$ cat config.mk
export PLATFORM = sky130hd
export DESIGN_NAME = gamepad_frame_parser
export DESIGN_NICKNAME = d
export VERILOG_FILES = /design/src/gfp_pkg.sv /design/src/gfp_frame_core.sv /design/src/gfp_out_buf.sv /design/src/gamepad_frame_parser.sv
export SDC_FILE = /design/constraint.sdc
export NUM_CORES = 1
export LEC_CHECK = 0
export ABC_CLOCK_PERIOD_IN_PS = 5030
export BUFFER_PORTS_ARGS = -buffer_cell sky130_fd_sc_hd__buf_2
export CAP_MARGIN = 40
export CORE_MARGIN = 2
export CORE_UTILIZATION = 50
export CTS_CLUSTER_SIZE = 8
export DETAILED_ROUTE_END_ITERATION = 6
export HOLD_SLACK_MARGIN = 0.12
export PLACE_DENSITY = 0.68
export SKIP_LAST_GASP = 1
export SLEW_MARGIN = 20
export SYNTH_ARGS = -nofsm -noshare
export SYNTH_HDL_FRONTEND = slang
export SYNTH_SLANG_ARGS = --single-unit
$ cat constraint.sdc
create_clock -name i_clk -period 5.03 [get_ports i_clk]
set_input_delay 0.503 -clock i_clk [delete_from_list [all_inputs] [get_ports i_clk]]
set_output_delay 0.503 -clock i_clk [all_outputs]
set_load 0.1 [all_outputs]
$ cat src/gfp_pkg.sv
// Shared types and constants for the gamepad frame parser.
package gfp_pkg;

    localparam int unsigned PREAMBLE_LEN = 6;
    localparam logic [3:0]  POS_LAST     = 4'd12;
    localparam logic [3:0]  POS_PAYLOAD  = 4'd6;

    typedef enum logic [1:0] {
        ST_GOOD    = 2'd0,
        ST_HDR_ERR = 2'd1,
        ST_SUM_ERR = 2'd2
    } t_status;

    // One frame result; the first member is in the highest bits.
    typedef struct packed {
        logic [7:0] received_sum;
        logic [7:0] computed_sum;
        logic [7:0] right_stick_y;
        logic [7:0] right_stick_x;
        logic [7:0] left_stick_y;
        logic [7:0] left_stick_x;
        logic       select_pressed;
        logic       start_pressed;
        logic [3:0] shoulder_buttons;
        logic [3:0] face_buttons;
        logic [3:0] direction_pad;
        t_status    frame_status;
    } t_result;

    // Expected header byte at a frame position below PREAMBLE_LEN.
    function automatic logic [7:0] preamble_byte(input logic [2:0] idx);
        logic [7:0] val;
        case (idx)
            3'd0:    val = 8'h0D;
            3'd1:    val = 8'h00;
            3'd2:    val = 8'h02;
            3'd3:    val = 8'h50;
            3'd4:    val = 8'h03;
            3'd5:    val = 8'h00;
            default: val = 8'h00;
        endcase
        return val;
    endfunction

endpackage

$ cat src/gfp_frame_core.sv
// Frame position tracking, header and checksum check, and held button/stick decode.
module gfp_frame_core (
    input  logic             i_clk,
    input  logic             i_rst_n,
    input  logic             i_adv,
    input  logic [7:0]       i_byte,
    output logic             o_last,
    output logic             o_res_valid,
    output gfp_pkg::t_result o_res
);
    import gfp_pkg::*;

    logic [3:0]  r_pos;
    logic        r_hdr_ok;
    logic [7:0]  r_sum;
    logic [7:0]  r_pay [6];
    logic [13:0] r_held_btn;
    logic [7:0]  r_held_stk [4];

    logic        w_hdr_pos;
    logic        n_hdr_ok;
    logic [7:0]  n_sum;
    logic [3:0]  w_pay_off;
    logic [2:0]  w_pay_idx;
    logic [3:0]  w_pad;
    logic [3:0]  w_face;
    logic [3:0]  w_shoulder;
    logic [13:0] w_new_btn;
    logic [13:0] w_btn;
    logic [7:0]  w_stk [4];
    t_status     w_status;
    logic        w_good;

    assign o_last    = (r_pos >= POS_LAST);
    assign w_hdr_pos = (r_pos < POS_PAYLOAD);
    assign n_hdr_ok  = r_hdr_ok & (~w_hdr_pos | (i_byte == preamble_byte(r_pos[2:0])));
    assign n_sum     = r_sum + i_byte;
    assign w_pay_off = r_pos - POS_PAYLOAD;
    assign w_pay_idx = w_pay_off[2:0];

    // Byte 7 holds the pad and three face bits; byte 6 holds square and the shoulders.
    assign w_pad      = r_pay[1][3:0];
    assign w_face     = {r_pay[0][0], r_pay[1][6:4]};
    assign w_shoulder = r_pay[0][4:1];
    assign w_new_btn  = {&w_pad[3:2], &w_pad[1:0], w_shoulder, w_face, w_pad};

    always_comb begin
        if (!r_hdr_ok) begin
            w_status = ST_HDR_ERR;
        end else if (i_byte != r_sum) begin
            w_status = ST_SUM_ERR;
        end else begin
            w_status = ST_GOOD;
        end
    end

    assign w_good = (w_status == ST_GOOD);

    always_comb begin
        if (w_good) begin
            w_btn    = w_new_btn;
            w_stk[0] = r_pay[3];
            w_stk[1] = r_pay[2];
            w_stk[2] = r_pay[5];
            w_stk[3] = r_pay[4];
        end else begin
            w_btn    = r_held_btn;
            w_stk[0] = r_held_stk[0];
            w_stk[1] = r_held_stk[1];
            w_stk[2] = r_held_stk[2];
            w_stk[3] = r_held_stk[3];
        end
    end

    assign o_res_valid = i_adv & o_last;

    always_comb begin
        o_res.frame_status     = w_status;
        o_res.direction_pad    = w_btn[3:0];
        o_res.face_buttons     = w_btn[7:4];
        o_res.shoulder_buttons = w_btn[11:8];
        o_res.start_pressed    = w_btn[12];
        o_res.select_pressed   = w_btn[13];
        o_res.left_stick_x     = w_stk[0];
        o_res.left_stick_y     = w_stk[1];
        o_res.right_stick_x    = w_stk[2];
        o_res.right_stick_y    = w_stk[3];
        o_res.computed_sum     = r_sum;
        o_res.received_sum     = i_byte;
    end

    always_ff @(posedge i_clk) begin
        if (!i_rst_n) begin
            r_pos      <= '0;
            r_hdr_ok   <= 1'b1;
            r_sum      <= '0;
            r_held_btn <= '0;
            for (int i = 0; i < 4; i++) begin
                r_held_stk[i] <= '0;
            end
        end else if (i_adv) begin
            if (o_last) begin
                r_pos    <= '0;
                r_hdr_ok <= 1'b1;
                r_sum    <= '0;
                if (w_good) begin
                    r_held_btn <= w_new_btn;
                    for (int i = 0; i < 4; i++) begin
                        r_held_stk[i] <= w_stk[i];
                    end
                end
            end else begin
                r_pos    <= r_pos + 4'd1;
                r_hdr_ok <= n_hdr_ok;
                r_sum    <= n_sum;
            end
        end
    end

    // Payload bytes need no reset: each is written earlier in the frame than it is read.
    always_ff @(posedge i_clk) begin
        if (i_adv && !o_last && !w_hdr_pos) begin
            r_pay[w_pay_idx] <= i_byte;
        end
    end

endmodule

$ cat src/gfp_out_buf.sv
// Result register with a skid stage toward the output stream.
module gfp_out_buf (
    input  logic             i_clk,
    input  logic             i_rst_n,
    input  logic             i_push,
    input  gfp_pkg::t_result i_data,
    output logic             o_ready,
    output logic             o_valid,
    input  logic             i_pop_ready,
    output gfp_pkg::t_result o_data
);
    import gfp_pkg::*;

    logic    r_out_valid;
    logic    r_skid_valid;
    t_result r_out_data;
    t_result r_skid_data;

    assign o_ready = ~r_skid_valid;
    assign o_valid = r_out_valid;
    assign o_data  = r_out_data;

    always_ff @(posedge i_clk) begin
        if (!i_rst_n) begin
            r_out_valid  <= 1'b0;
            r_skid_valid <= 1'b0;
        end else if (!r_out_valid || i_pop_ready) begin
            if (r_skid_valid) begin
                r_out_valid  <= 1'b1;
                r_skid_valid <= 1'b0;
            end else begin
                r_out_valid <= i_push;
            end
        end else if (i_push) begin
            r_skid_valid <= 1'b1;
        end
    end

    always_ff @(posedge i_clk) begin
        if (!r_out_valid || i_pop_ready) begin
            if (r_skid_valid) begin
                r_out_data <= r_skid_data;
            end else if (i_push) begin
                r_out_data <= i_data;
            end
        end else if (i_push) begin
            r_skid_data <= i_data;
        end
    end

endmodule

$ cat src/gamepad_frame_parser.sv
// Top level of the gamepad frame parser: input register, frame core and output buffer.
//
//  Channel | Direction | Request carries
//  s_axis  | in        | tdata[7:0]  = rx_byte
//  m_axis  | out       | tdata[63:0] = one frame result, fields listed at the port
//
// A byte is taken into the input register and checked there by the frame core; it
// waits there while the core cannot take it. A frame result goes to the output register,
// or to the skid stage while that register is held, at the end of the cycle in which
// its 13th byte is checked. Sustained rate is one byte per cycle, limited only by the
// output buffer when results are not taken. Reset (i_rst_n low, synchronous) starts a
// new frame at byte 0 and clears the held buttons and sticks. A stalled output holds
// one result in the output register and one in the skid stage before input stalls.
module gamepad_frame_parser (
    input  logic        i_clk,
    input  logic        i_rst_n,
    input  logic        s_axis_tvalid,
    output logic        s_axis_tready,
    input  logic [7:0]  s_axis_tdata,   // [7:0] rx_byte
    output logic        m_axis_tvalid,
    input  logic        m_axis_tready,
    // [1:0] frame_status, [5:2] direction_pad, [9:6] face_buttons,
    // [13:10] shoulder_buttons, [14] start_pressed, [15] select_pressed,
    // [23:16] left_stick_x, [31:24] left_stick_y, [39:32] right_stick_x,
    // [47:40] right_stick_y, [55:48] computed_sum, [63:56] received_sum
    output logic [63:0] m_axis_tdata
);
    import gfp_pkg::*;

    logic       r_in_valid;
    logic [7:0] r_in_byte;
    logic       w_adv;
    logic       w_last;
    logic       w_res_valid;
    logic       w_ob_ready;
    t_result    w_res;
    t_result    w_out;

    // A byte leaves the input register unless it closes a frame and the buffer is full.
    assign w_adv         = r_in_valid & (~w_last | w_ob_ready);
    assign s_axis_tready = ~r_in_valid | w_adv;

    always_ff @(posedge i_clk) begin
        if (!i_rst_n) begin
            r_in_valid <= 1'b0;
        end else if (s_axis_tready) begin
            r_in_valid <= s_axis_tvalid;
        end
    end

    always_ff @(posedge i_clk) begin
        if (s_axis_tready && s_axis_tvalid) begin
            r_in_byte <= s_axis_tdata;
        end
    end

    gfp_frame_core u_core (
        .i_clk       (i_clk),
        .i_rst_n     (i_rst_n),
        .i_adv       (w_adv),
        .i_byte      (r_in_byte),
        .o_last      (w_last),
        .o_res_valid (w_res_valid),
        .o_res       (w_res)
    );

    gfp_out_buf u_out_buf (
        .i_clk       (i_clk),
        .i_rst_n     (i_rst_n),
        .i_push      (w_res_valid),
        .i_data      (w_res),
        .o_ready     (w_ob_ready),
        .o_valid     (m_axis_tvalid),
        .i_pop_ready (m_axis_tready),
        .o_data      (w_out)
    );

    assign m_axis_tdata = w_out;

    a_push_has_room: assert property (@(posedge i_clk) disable iff (!i_rst_n)
        w_res_valid |-> w_ob_ready)
        else $error("frame result pushed into a full output buffer");

    a_push_needs_byte: assert property (@(posedge i_clk) disable iff (!i_rst_n)
        w_res_valid |-> (r_in_valid && w_last))
        else $error("frame result without a closing byte");

    a_good_sum: assert property (@(posedge i_clk) disable iff (!i_rst_n)
        (w_res_valid && w_res.frame_status == ST_GOOD)
            |-> (w_res.computed_sum == w_res.received_sum))
        else $error("good frame with mismatched checksum");

endmodule
==> flow_metrics.env, run 1 <==
export IMPL_outcome="finished, final reports clean"
export IMPL_num_vias=5431
export IMPL_synth_edf_count=212
export IMPL_worst_pin_slew_ns=0.805
export IMPL_maxCapViolations=0
export IMPL_h_tree_depth=2
export IMPL_design_area_um2=11300
export IMPL_antenna_left=0
export IMPL_r2r_setup_slack_ns=1.93
export IMPL_nets=714
export IMPL_critPathCaptureType="register"
export IMPL_synthArstFlopShare=0
export IMPL_cp_common_cell="buf_4"
export IMPL_rsz0062_at_grt="no"
export IMPL_die_x_um=143
export IMPL_yosys_top_cells_area="edfxtp_1 (66%), mux2_2 (12%), dfxtp_1 (6.3%), and3_1 (2.1%), ha_1 (1.4%)"
export IMPL_synth_seq_cells=242
export IMPL_hold_path_class="in2reg"
export IMPL_slowest_delay_ns=0.76
export IMPL_crit_required_ns=5.15
export IMPL_post_cts_buffers=0
export IMPL_clock_skew_ns=0.0152
export IMPL_drc=0
export IMPL_postSynthNetCount=616
export IMPL_wire_per_inst_um=20.4
export IMPL_ir_drop_uv=264
export IMPL_ys_seq_area_frac=0.725
export IMPL_final_setup_tns_ns=0
export IMPL_setup_viol=0
export IMPL_slew_viol_final=0
export IMPL_synth_area_um2=9600
export IMPL_syn_avg_cell_area_um2=16.2
export IMPL_synth_cell_types=44
export IMPL_cts_sinks=242
export IMPL_min_period_ns=3.10
export IMPL_cts_resized=0
export IMPL_drt_iter0_drc=497
export IMPL_area_growth_pct=17.9
export IMPL_cts_tree="built"
export IMPL_die_area_um2=20300
export IMPL_dpl_cell_area_um2=10300
export IMPL_antenna_found_initial=0
export IMPL_synthMostInstantiatedCell="edfxtp_1"
export IMPL_routed_via_density=5.76
export IMPL_fmax_ghz=0.323
export IMPL_synth_compound_area_frac=0.0347
export IMPL_synthAdderAreaFrac=0.0164
export IMPL_yosys_warnings=0
export IMPL_path_cells="ha_1 -> nor4_2 -> nand4_1 -> buf_4 -> o21ai_2 -> buf_4"
export IMPL_slew_headroom=0.463
export IMPL_grt_overflow=0
export IMPL_leakage_nw=4.16
export IMPL_grt_pass1_vias=5497
export IMPL_crit_slowest_cell="edfxtp_1"
export IMPL_clk_latency_ns=0.49
export IMPL_synth_ff_type="edfxtp_1"
export IMPL_grt_pass1_wl_um=30300
export IMPL_layout_cells_non_filler=943
export IMPL_synth_top_family_by_area="multiplexers"
export IMPL_finalHoldViolCount=0
export IMPL_yosys_area_top_type="edfxtp_1"
export IMPL_initial_core_util=0.512
export IMPL_synthCells=592
export IMPL_synthTopCellsByCount="edfxtp_1 (212), mux2_2 (103), and3_1 (32), nand2_1 (32), dfxtp_1 (30)"
export IMPL_clkTransAtPathRegs_ns=0.05
export IMPL_cts_buffers=36
export IMPL_drive_gt1_frac=0.347
export IMPL_rows=50
export IMPL_grt_usage=0.194
export IMPL_firstDrtPassIters=4
export IMPL_synthSimpleGateAreaFrac=0.0723
export IMPL_cp_arrival_ns=3.23
export IMPL_gp_congestion=0.928
export IMPL_antenna_cells=0
export IMPL_dp_hpwl_um=11100
export IMPL_dp_cells=885
export IMPL_period_share=0.616
export IMPL_core_area_um2=18800
export IMPL_final_util=0.603
export IMPL_routed_wl_um=19300
export IMPL_cts_hold_buf=0
export IMPL_yosysTopAreaCellShare=0.663
export IMPL_synth_area_mux_share=0.130
export IMPL_start_kind="register"
export IMPL_die_height_um=143
export IMPL_portBuffers=77
export IMPL_power_density_nw_per_um2=395
export IMPL_synth_xor_area_frac=0.00456
export IMPL_root_buffer="clkbuf_16"
export IMPL_ios=78
export IMPL_clk_path_buf_depth=3
export IMPL_crit_type="reg2reg"
export IMPL_path_max_fanout=50
export IMPL_grt_start_max_net_pins=83
[flip-flops by register name, indices dropped and copies added, names as in the netlist, 4 cells and up]
name                   count
r_in_byte                  8
u_core.r_held_btn         14
u_core.r_pay              44
u_core.r_sum               8
u_out_buf.r_skid_data     64
u_out_buf.o_data          64
u_core.r_pos               4
u_core.r_held_stk         32
[critical path, delay by kind of cell (launching register included)]
family	cells	cell delay (ns)
buffers and inverters	2	0.81
flip-flops	1	0.76
AND/OR/NAND/NOR	2	0.48
adder cells (fa/ha/maj)	1	0.41
AO/OA/AOI/OAI	1	0.23
[layout by cell type (no fill, tap or decap), types with 4 or more instances in the layout]
cell type and count:
nand2b_1 5, buf_4 14, a21oi_1 8, nor2_1 7, dfxtp_1 29, a31oi_1 4, nand2_1 32, nor2b_1 5
inv_1 5, nor4_1 4, buf_2 78, clkbuf_1 19, and3_1 32, mux2_4 5, a22oi_1 5, nand3_1 22
clkbuf_16 37, mux2_2 103, edfxtp_1 212, and2_1 4, o21ai_0 24, nand4_1 6, ha_1 11
[through the flow]
stage	hold WS [ns]	power (mW)	setup slack, ns
2_1_floorplan	0.432	2.34	0.519
3_3_place_gp	0.441	2.37	2.00
3_5_place_dp	0.452	2.38	1.97
4_1_cts	0.168	4.52	1.94
5_1_grt	0.173	4.62	1.81
6_report	0.192	4.48	1.93
[path summary, 6_finish.rpt]
kind	startpoint	depth (start not counted)	end
worst max-delay path	r_in_byte[4]	6	u_core.r_held_stk[0][4]
worst min-delay path	s_axis_tdata[4]	1	r_in_byte[4]
worst max register to register	r_in_byte[4]	6	u_core.r_held_stk[0][4]
worst min register to register	u_core.r_held_btn[4]	2	u_core.r_held_btn[4]
[routing by layer]
layer | routed length (um) | vias up | track usage
met3 | 1080 | 34 | 0.0417
li1 | - | 2476 | -
met1 | 8720 | 2738 | 0.271
met4 | 352 | 0 | 0.0672
met5 | 0 | - | 0
met2 | 9130 | 183 | 0.305
[cells by family after synthesis]
logic type / Yosys count
buffers and inverters: 39
multiplexers: 109
AO/OA/AOI/OAI: 55
flip-flops: 242
AND/OR/NAND/NOR: 130
XOR/XNOR: 5
adder cells (fa/ha/maj): 12
[where the power goes]
part / switching [mW] / total, mW / internal [mW]
clock: 0.789 / 2.13 / 1.34
sequential: 0.0279 / 2.23 / 2.20
combinational: 0.0686 / 0.119 / 0.0507
[area by class of cell]
type | instances | area [um^2]
fill | 1407 | 7440
sequential | 242 | 6970
multi-input combinational | 311 | 2490
clock buffer | 56 | 997
timing repair buffer | 94 | 543
tap | 234 | 293
inverter | 5 | 18.8
clock inverter | 1 | 8.76
No activity file was read; power rests on OpenSTA's default activity.
==> run 2, diff against run 1 <==
- ABC_AREA: not set -> 1
- ABC_CLOCK_PERIOD_IN_PS: 5030 -> 2500
- PLACE_DENSITY: 0.68 -> 0.71
- clock period: 5.03 -> 2.5 ns (I/O delays scaled with it)
==> run 2 against run 1 <==
Sequential share of layout area fell by 0.87 points. Sequential cell count did not move. Wire length fell by 5.2%. Highest routed layer unchanged.
==> flow_metrics.env, run 2 <==
export IMPL_synthSimpleGateAreaFrac=0.141
export IMPL_path_max_fanout=46
export IMPL_slew_viol_final=0
export IMPL_synth_edf_count=212
export IMPL_syn_avg_cell_area_um2=11.4
export IMPL_cts_sinks=242
export IMPL_clk_path_buf_depth=3
export IMPL_rsz0062_at_grt="yes"
export IMPL_fmax_ghz=0.429
export IMPL_maxCapViolations=0
export IMPL_clock_skew_ns=0.0112
export IMPL_routed_wl_um=18300
export IMPL_fillers=1485
export IMPL_wire_per_inst_um=15.1
export IMPL_die_area_um2=20300
export IMPL_antenna_cells=0
export IMPL_clk_latency_ns=0.50
export IMPL_firstDrtPassIters=5
export IMPL_area_growth_pct=19.9
export IMPL_h_tree_depth=2
export IMPL_synth_ff_type="edfxtp_1"
export IMPL_outcome="finished, final reports clean"
export IMPL_synthTopCellsByCount="nand2_1 (241), edfxtp_1 (212), inv_1 (97)"
export IMPL_layout_cells_non_filler=1208
export IMPL_critPathCaptureType="register"
export IMPL_gp_congestion=0.908
export IMPL_synth_top_family_by_area="simple AND/OR/NAND/NOR gates"
export IMPL_grt_overflow=0
export IMPL_start_kind="register"
export IMPL_yosys_top_cells_area="edfxtp_1 (66%), nand2_1 (9.4%), dfxtp_1 (6.3%), inv_1 (3.8%), o21ai_0 (3.4%)"
export IMPL_leakage_nw=4.70
export IMPL_ir_drop_uv=664
export IMPL_finalHoldViolCount=0
export IMPL_drc=0
export IMPL_nets=986
export IMPL_initial_core_util=0.511
export IMPL_hold_path_class="reg2reg"
export IMPL_synth_xor_area_frac=0.000914
export IMPL_layout_commonest_cell="nand2_1"
export IMPL_worst_pin_slew_ns=0.813
export IMPL_routed_via_density=5.07
export IMPL_die_height_um=142
export IMPL_synth_compound_area_frac=0.0590
export IMPL_drive_gt1_frac=0.160
export IMPL_mostFrequentLayoutCells="nand2_1 (240), edfxtp_1 (212), inv_1 (96), buf_2 (77), nor2_1 (67)"
export IMPL_drt_iter0_drc=400
export IMPL_dp_cells=1146
export IMPL_grt_usage=0.186
export IMPL_yosys_area_top_type="edfxtp_1"
export IMPL_synthCells=840
export IMPL_antenna_left=0
export IMPL_grt_pass1_wl_um=29100
export IMPL_core_area_um2=18800
export IMPL_clkTransAtPathRegs_ns=0.05
export IMPL_slew_headroom=0.458
export IMPL_period_share=0.932
export IMPL_final_util=0.612
export IMPL_power_mw=8.99
export IMPL_portBuffers=77
export IMPL_min_period_ns=2.33
export IMPL_crit_type="reg2reg"
export IMPL_root_buffer="clkbuf_16"
export IMPL_setup_viol=0
export IMPL_antenna_found_initial=0
export IMPL_synth_area_um2=9580
export IMPL_synthMostInstantiatedCell="nand2_1"
export IMPL_ios=78
export IMPL_synthAdderAreaFrac=0.0165
export IMPL_synth_cell_types=24
export IMPL_cts_buffers=36
export IMPL_dp_hpwl_um=11400
export IMPL_synth_area_mux_share=0
export IMPL_postSynthNetCount=864
export IMPL_cts_tree="built"
export IMPL_yosysTopAreaCellShare=0.664
export IMPL_grt_pass1_vias=5902
export IMPL_rows=50
export IMPL_power_density_nw_per_um2=783
export IMPL_ys_seq_area_frac=0.727
export IMPL_synth_seq_cells=242
export IMPL_num_vias=6129
export IMPL_grt_start_max_net_pins=90
export IMPL_yosys_warnings=0
export IMPL_cp_arrival_ns=2.53
export IMPL_synthArstFlopShare=0
export IMPL_crit_required_ns=2.70
export IMPL_die_x_um=142
-- run 2: layer usage --
metal | track usage | wire length [um] | vias to the layer above
met1 | 0.250 | 8230 | 2875
met2 | 0.301 | 8690 | 170
met4 | 0.0750 | 471 | 0
met5 | 0 | 0 | -
li1 | - | - | 3046
met3 | 0.0343 | 891 | 38
-- run 2: cell families (layout without fill, tap and decap cells) --
family,Yosys count,count (layout)
AND/OR/NAND/NOR,345,345
flip-flops,242,242
buffers and inverters,131,265
AO/OA/AOI/OAI,109,109
adder cells (fa/ha/maj),12,12
XOR/XNOR,1,1
-- run 2: final timing paths --
check	from	end	slack [ns]	depth (start not counted)
max	r_in_byte[2]	u_out_buf.o_data[33]	0.17	8
min	u_core.r_held_btn[4]	u_core.r_held_btn[4]	0.44	2
max reg2reg	r_in_byte[2]	u_out_buf.o_data[33]	0.17	8
min reg2reg	u_core.r_held_btn[4]	u_core.r_held_btn[4]	0.44	2
-- run 2: stage by stage --
stage,hold slack (ns),area [um^2],setup TNS [ns],setup WS [ns]
after CTS,0.445,11500,0,0.0495
after global routing,0.463,11500,-0.0249,-0.0184
final,0.445,11500,0,0.171
after floorplan,0.349,9600,0,0.0544
after detailed placement,0.431,10400,0,0.0733
after global placement,0.428,10400,0,0.192
-- run 2: power by group --
part / total, mW / internal, mW / switching [mW]
Combinational: 0.327 / 0.116 / 0.211
Sequential: 4.47 / 4.44 / 0.0295
Clock: 4.20 / 2.65 / 1.54
-- run 2: cell type report --
type	count	area, um^2	share of cell area
multi-input cells	467	2100	0.183
inverters	100	384	0.0334
clock buffers	49	971	0.0845
well taps	234	293	0.0255
repair buffers	115	763	0.0664
flip-flops and latches	242	6970	0.607
clock inverters	1	8.76	0.000762
-- run 2: timing repair --
item                                    CTS  global route
hold endpoints to repair                 13             0
setup buffers                             0             0
resized for setup                         0             9
hold buffers                             12             0
endpoints found under the setup margin    0            71
-- run 2: critical path, stage by stage (launching register included) --
cell and delay, ns:
edfxtp_1 0.39, ha_1 0.37, nor2_1 0.13, nand2_1 0.07, nor2_2 0.15, nand3_2 0.16
buf_12 0.22, o21ai_0 0.37, o21ai_0 0.15
==> run 3, diff against run 2 <==
- RECOVER_POWER: not set -> 100
==> run 3 against run 2 <==
Cell area barely moved. Sequential share of layout area grew 0.059 points. Core utilization fell by 0.060 points. Clock power about the same. Clock-buffer cell count stayed put. Sequential power barely moved. Non-clock buffer count unchanged. Hold slack is the same. Total power hardly changed. Global-route usage stayed put. Register-to-register slack about the same. First-iteration DRC count down 0.25%. Largest cell class unchanged. Largest power group unchanged.
==> flow_metrics.env, run 3 (same netlist as run 2, synthesis figures left out) <==
export IMPL_path_max_fanout=46
export IMPL_cts_tree="built"
export IMPL_fmax_ghz=0.430
export IMPL_min_period_ns=2.33
export IMPL_dp_cells=1146
export IMPL_leakage_nw=4.69
export IMPL_cp_startpoint="r_in_byte[2]"
export IMPL_routed_via_density=5.06
export IMPL_post_cts_buffers=0
export IMPL_start_kind="register"
export IMPL_die_x_um=142
export IMPL_preCtsSetupSlack_ns=0.0733
export IMPL_core_area_um2=18800
export IMPL_antenna_cells=0
export IMPL_hold_slack_ns=0.445
export IMPL_setup_viol=0
export IMPL_initial_core_util=0.511
export IMPL_portBuffers=77
export IMPL_mostFrequentLayoutCells="nand2_1 (240), edfxtp_1 (212), inv_1 (96), buf_2 (77), nor2_1 (67)"
export IMPL_area_growth_pct=19.8
export IMPL_dpl_cell_area_um2=10400
export IMPL_slew_viol_final=0
export IMPL_crit_required_ns=2.70
export IMPL_r2r_end="u_out_buf.o_data[33]"
export IMPL_clk_latency_ns=0.50
export IMPL_slowest_delay_ns=0.38
export IMPL_final_setup_tns_ns=0
export IMPL_final_util=0.612
export IMPL_period_share=0.930
export IMPL_layout_setup_ws_ns=0.175
export IMPL_crit_buf_inv=1
export IMPL_layout_commonest_cell="nand2_1"
export IMPL_layout_cells_non_filler=1208
export IMPL_switching_share=0.199
export IMPL_grt_usage=0.186
export IMPL_power_density_nw_per_um2=784
export IMPL_path_cells="ha_1 -> nor2_1 -> nand2_1 -> nor2_2 -> nand3_2 -> buf_12 -> o21ai_0 -> o21ai_0"
export IMPL_grt_overflow=0
export IMPL_seqPwrFrac=0.497
export IMPL_finalHoldViolCount=0
export IMPL_grt_pass1_vias=5902
export IMPL_power_switching_mw=1.79
export IMPL_ios=78
export IMPL_p_comb_frac=0.036
export IMPL_antenna_left=0
export IMPL_drt_iter0_drc=399
export IMPL_rsz0062_at_grt="yes"
export IMPL_die_area_um2=20300
export IMPL_drive_gt1_frac=0.157
export IMPL_design_area_um2=11500
export IMPL_h_tree_depth=2
export IMPL_clk_path_buf_depth=3
export IMPL_slew_headroom=0.457
export IMPL_r2r_setup_slack_ns=0.17
export IMPL_ir_drop_uv=664
export IMPL_dp_hpwl_um=11400
export IMPL_worst_pin_slew_ns=0.814
export IMPL_antenna_found_initial=0
export IMPL_num_vias=6109
export IMPL_rows=50
export IMPL_critPathCaptureType="register"
export IMPL_cp_arrival_ns=2.53
export IMPL_crit_end="u_out_buf.o_data[33]"
export IMPL_maxCapViolations=0
export IMPL_nets=986
export IMPL_crit_slowest_cell="edfxtp_1"
export IMPL_clkTransAtPathRegs_ns=0.05
export IMPL_hold_path_class="reg2reg"
export IMPL_p_clk_frac=0.467
export IMPL_grt_start_max_net_pins=90
export IMPL_die_height_um=142
export IMPL_p_int_mw=7.21
export IMPL_path_delay_family="compound AO/OA/AOI/OAI gates"
export IMPL_wire_per_inst_um=15.2
export IMPL_cts_buffers=36
export IMPL_timing_rr_start="r_in_byte[2]"
export IMPL_clock_skew_ns=0.0105
export IMPL_crit_type="reg2reg"
export IMPL_grt_pass1_wl_um=29100
export IMPL_outcome="finished, final reports clean"
export IMPL_routed_wl_um=18400
export IMPL_power_mw=8.99
export IMPL_r2r_cells=8
export IMPL_cp_common_cell="o21ai_0"
export IMPL_min_from="u_core.r_held_btn[4]"
export IMPL_gp_congestion=0.908
export IMPL_drc=0
export IMPL_cts_sinks=242
export IMPL_firstDrtPassIters=5
export IMPL_path_depth=8
export IMPL_root_buffer="clkbuf_16"
run 3: cell count changes in the layout (fill, tap and decap cells not counted), sizes merged:
cell    before  now
buf        103  100
clkbuf      49   52
run 3: routing by layer:
| layer | share of wire | GRT usage | vias to the layer above |
|---|---|---|---|
| met5 | 0 | 0 | - |
| met1 | 0.45 | 0.250 | 2856 |
| li1 | - | - | 3047 |
| met2 | 0.47 | 0.301 | 170 |
| met4 | 0.025 | 0.0750 | 0 |
| met3 | 0.050 | 0.0343 | 36 |
run 3: tightest hold or removal path: stages, from the launching register on:
cell and delay (ns):
dfxtp_1 0.32, nand2_1 0.05, nand2_1 0.04
run 3: how the worst min path moves through the flow:
stage,depth (start not counted),slack (ns),endpoint
after detailed placement,1,0.43,r_in_byte[7]
after floorplan,0,0.35,r_in_byte[0]
after CTS,2,0.44,u_core.r_held_btn[2]
after global routing,2,0.46,u_core.r_held_btn[4]
final,2,0.44,u_core.r_held_btn[4]
after global placement,2,0.43,u_core.r_held_btn[5]
run 3: power by group through the flow:
| stage | clock, mW | combinational [mW] | sequential [mW] |
|---|---|---|---|
| after floorplan | 0 | 0.188 | 4.55 |
| after global placement | 0 | 0.304 | 4.54 |
| after detailed placement | 0 | 0.311 | 4.54 |
| after CTS | 4.27 | 0.327 | 4.47 |
| after global routing | 4.45 | 0.368 | 4.47 |
| final | 4.20 | 0.325 | 4.47 |
run 3: repair_timing:
item                       CTS  global route
hold endpoints to repair    13             0
setup endpoints to repair    0            71
hold buffers                12             0
resized for setup            0             9
run 3: final cells by class:
cell class              instances  area (um^2)
fillers                      1491         7290
inverters                     100          384
flip-flops and latches        242         6970
repair buffers                115          752
clock buffers                  49          971
well taps                     234          293
clock inverters                 1         8.76
multi-input cells             467         2100
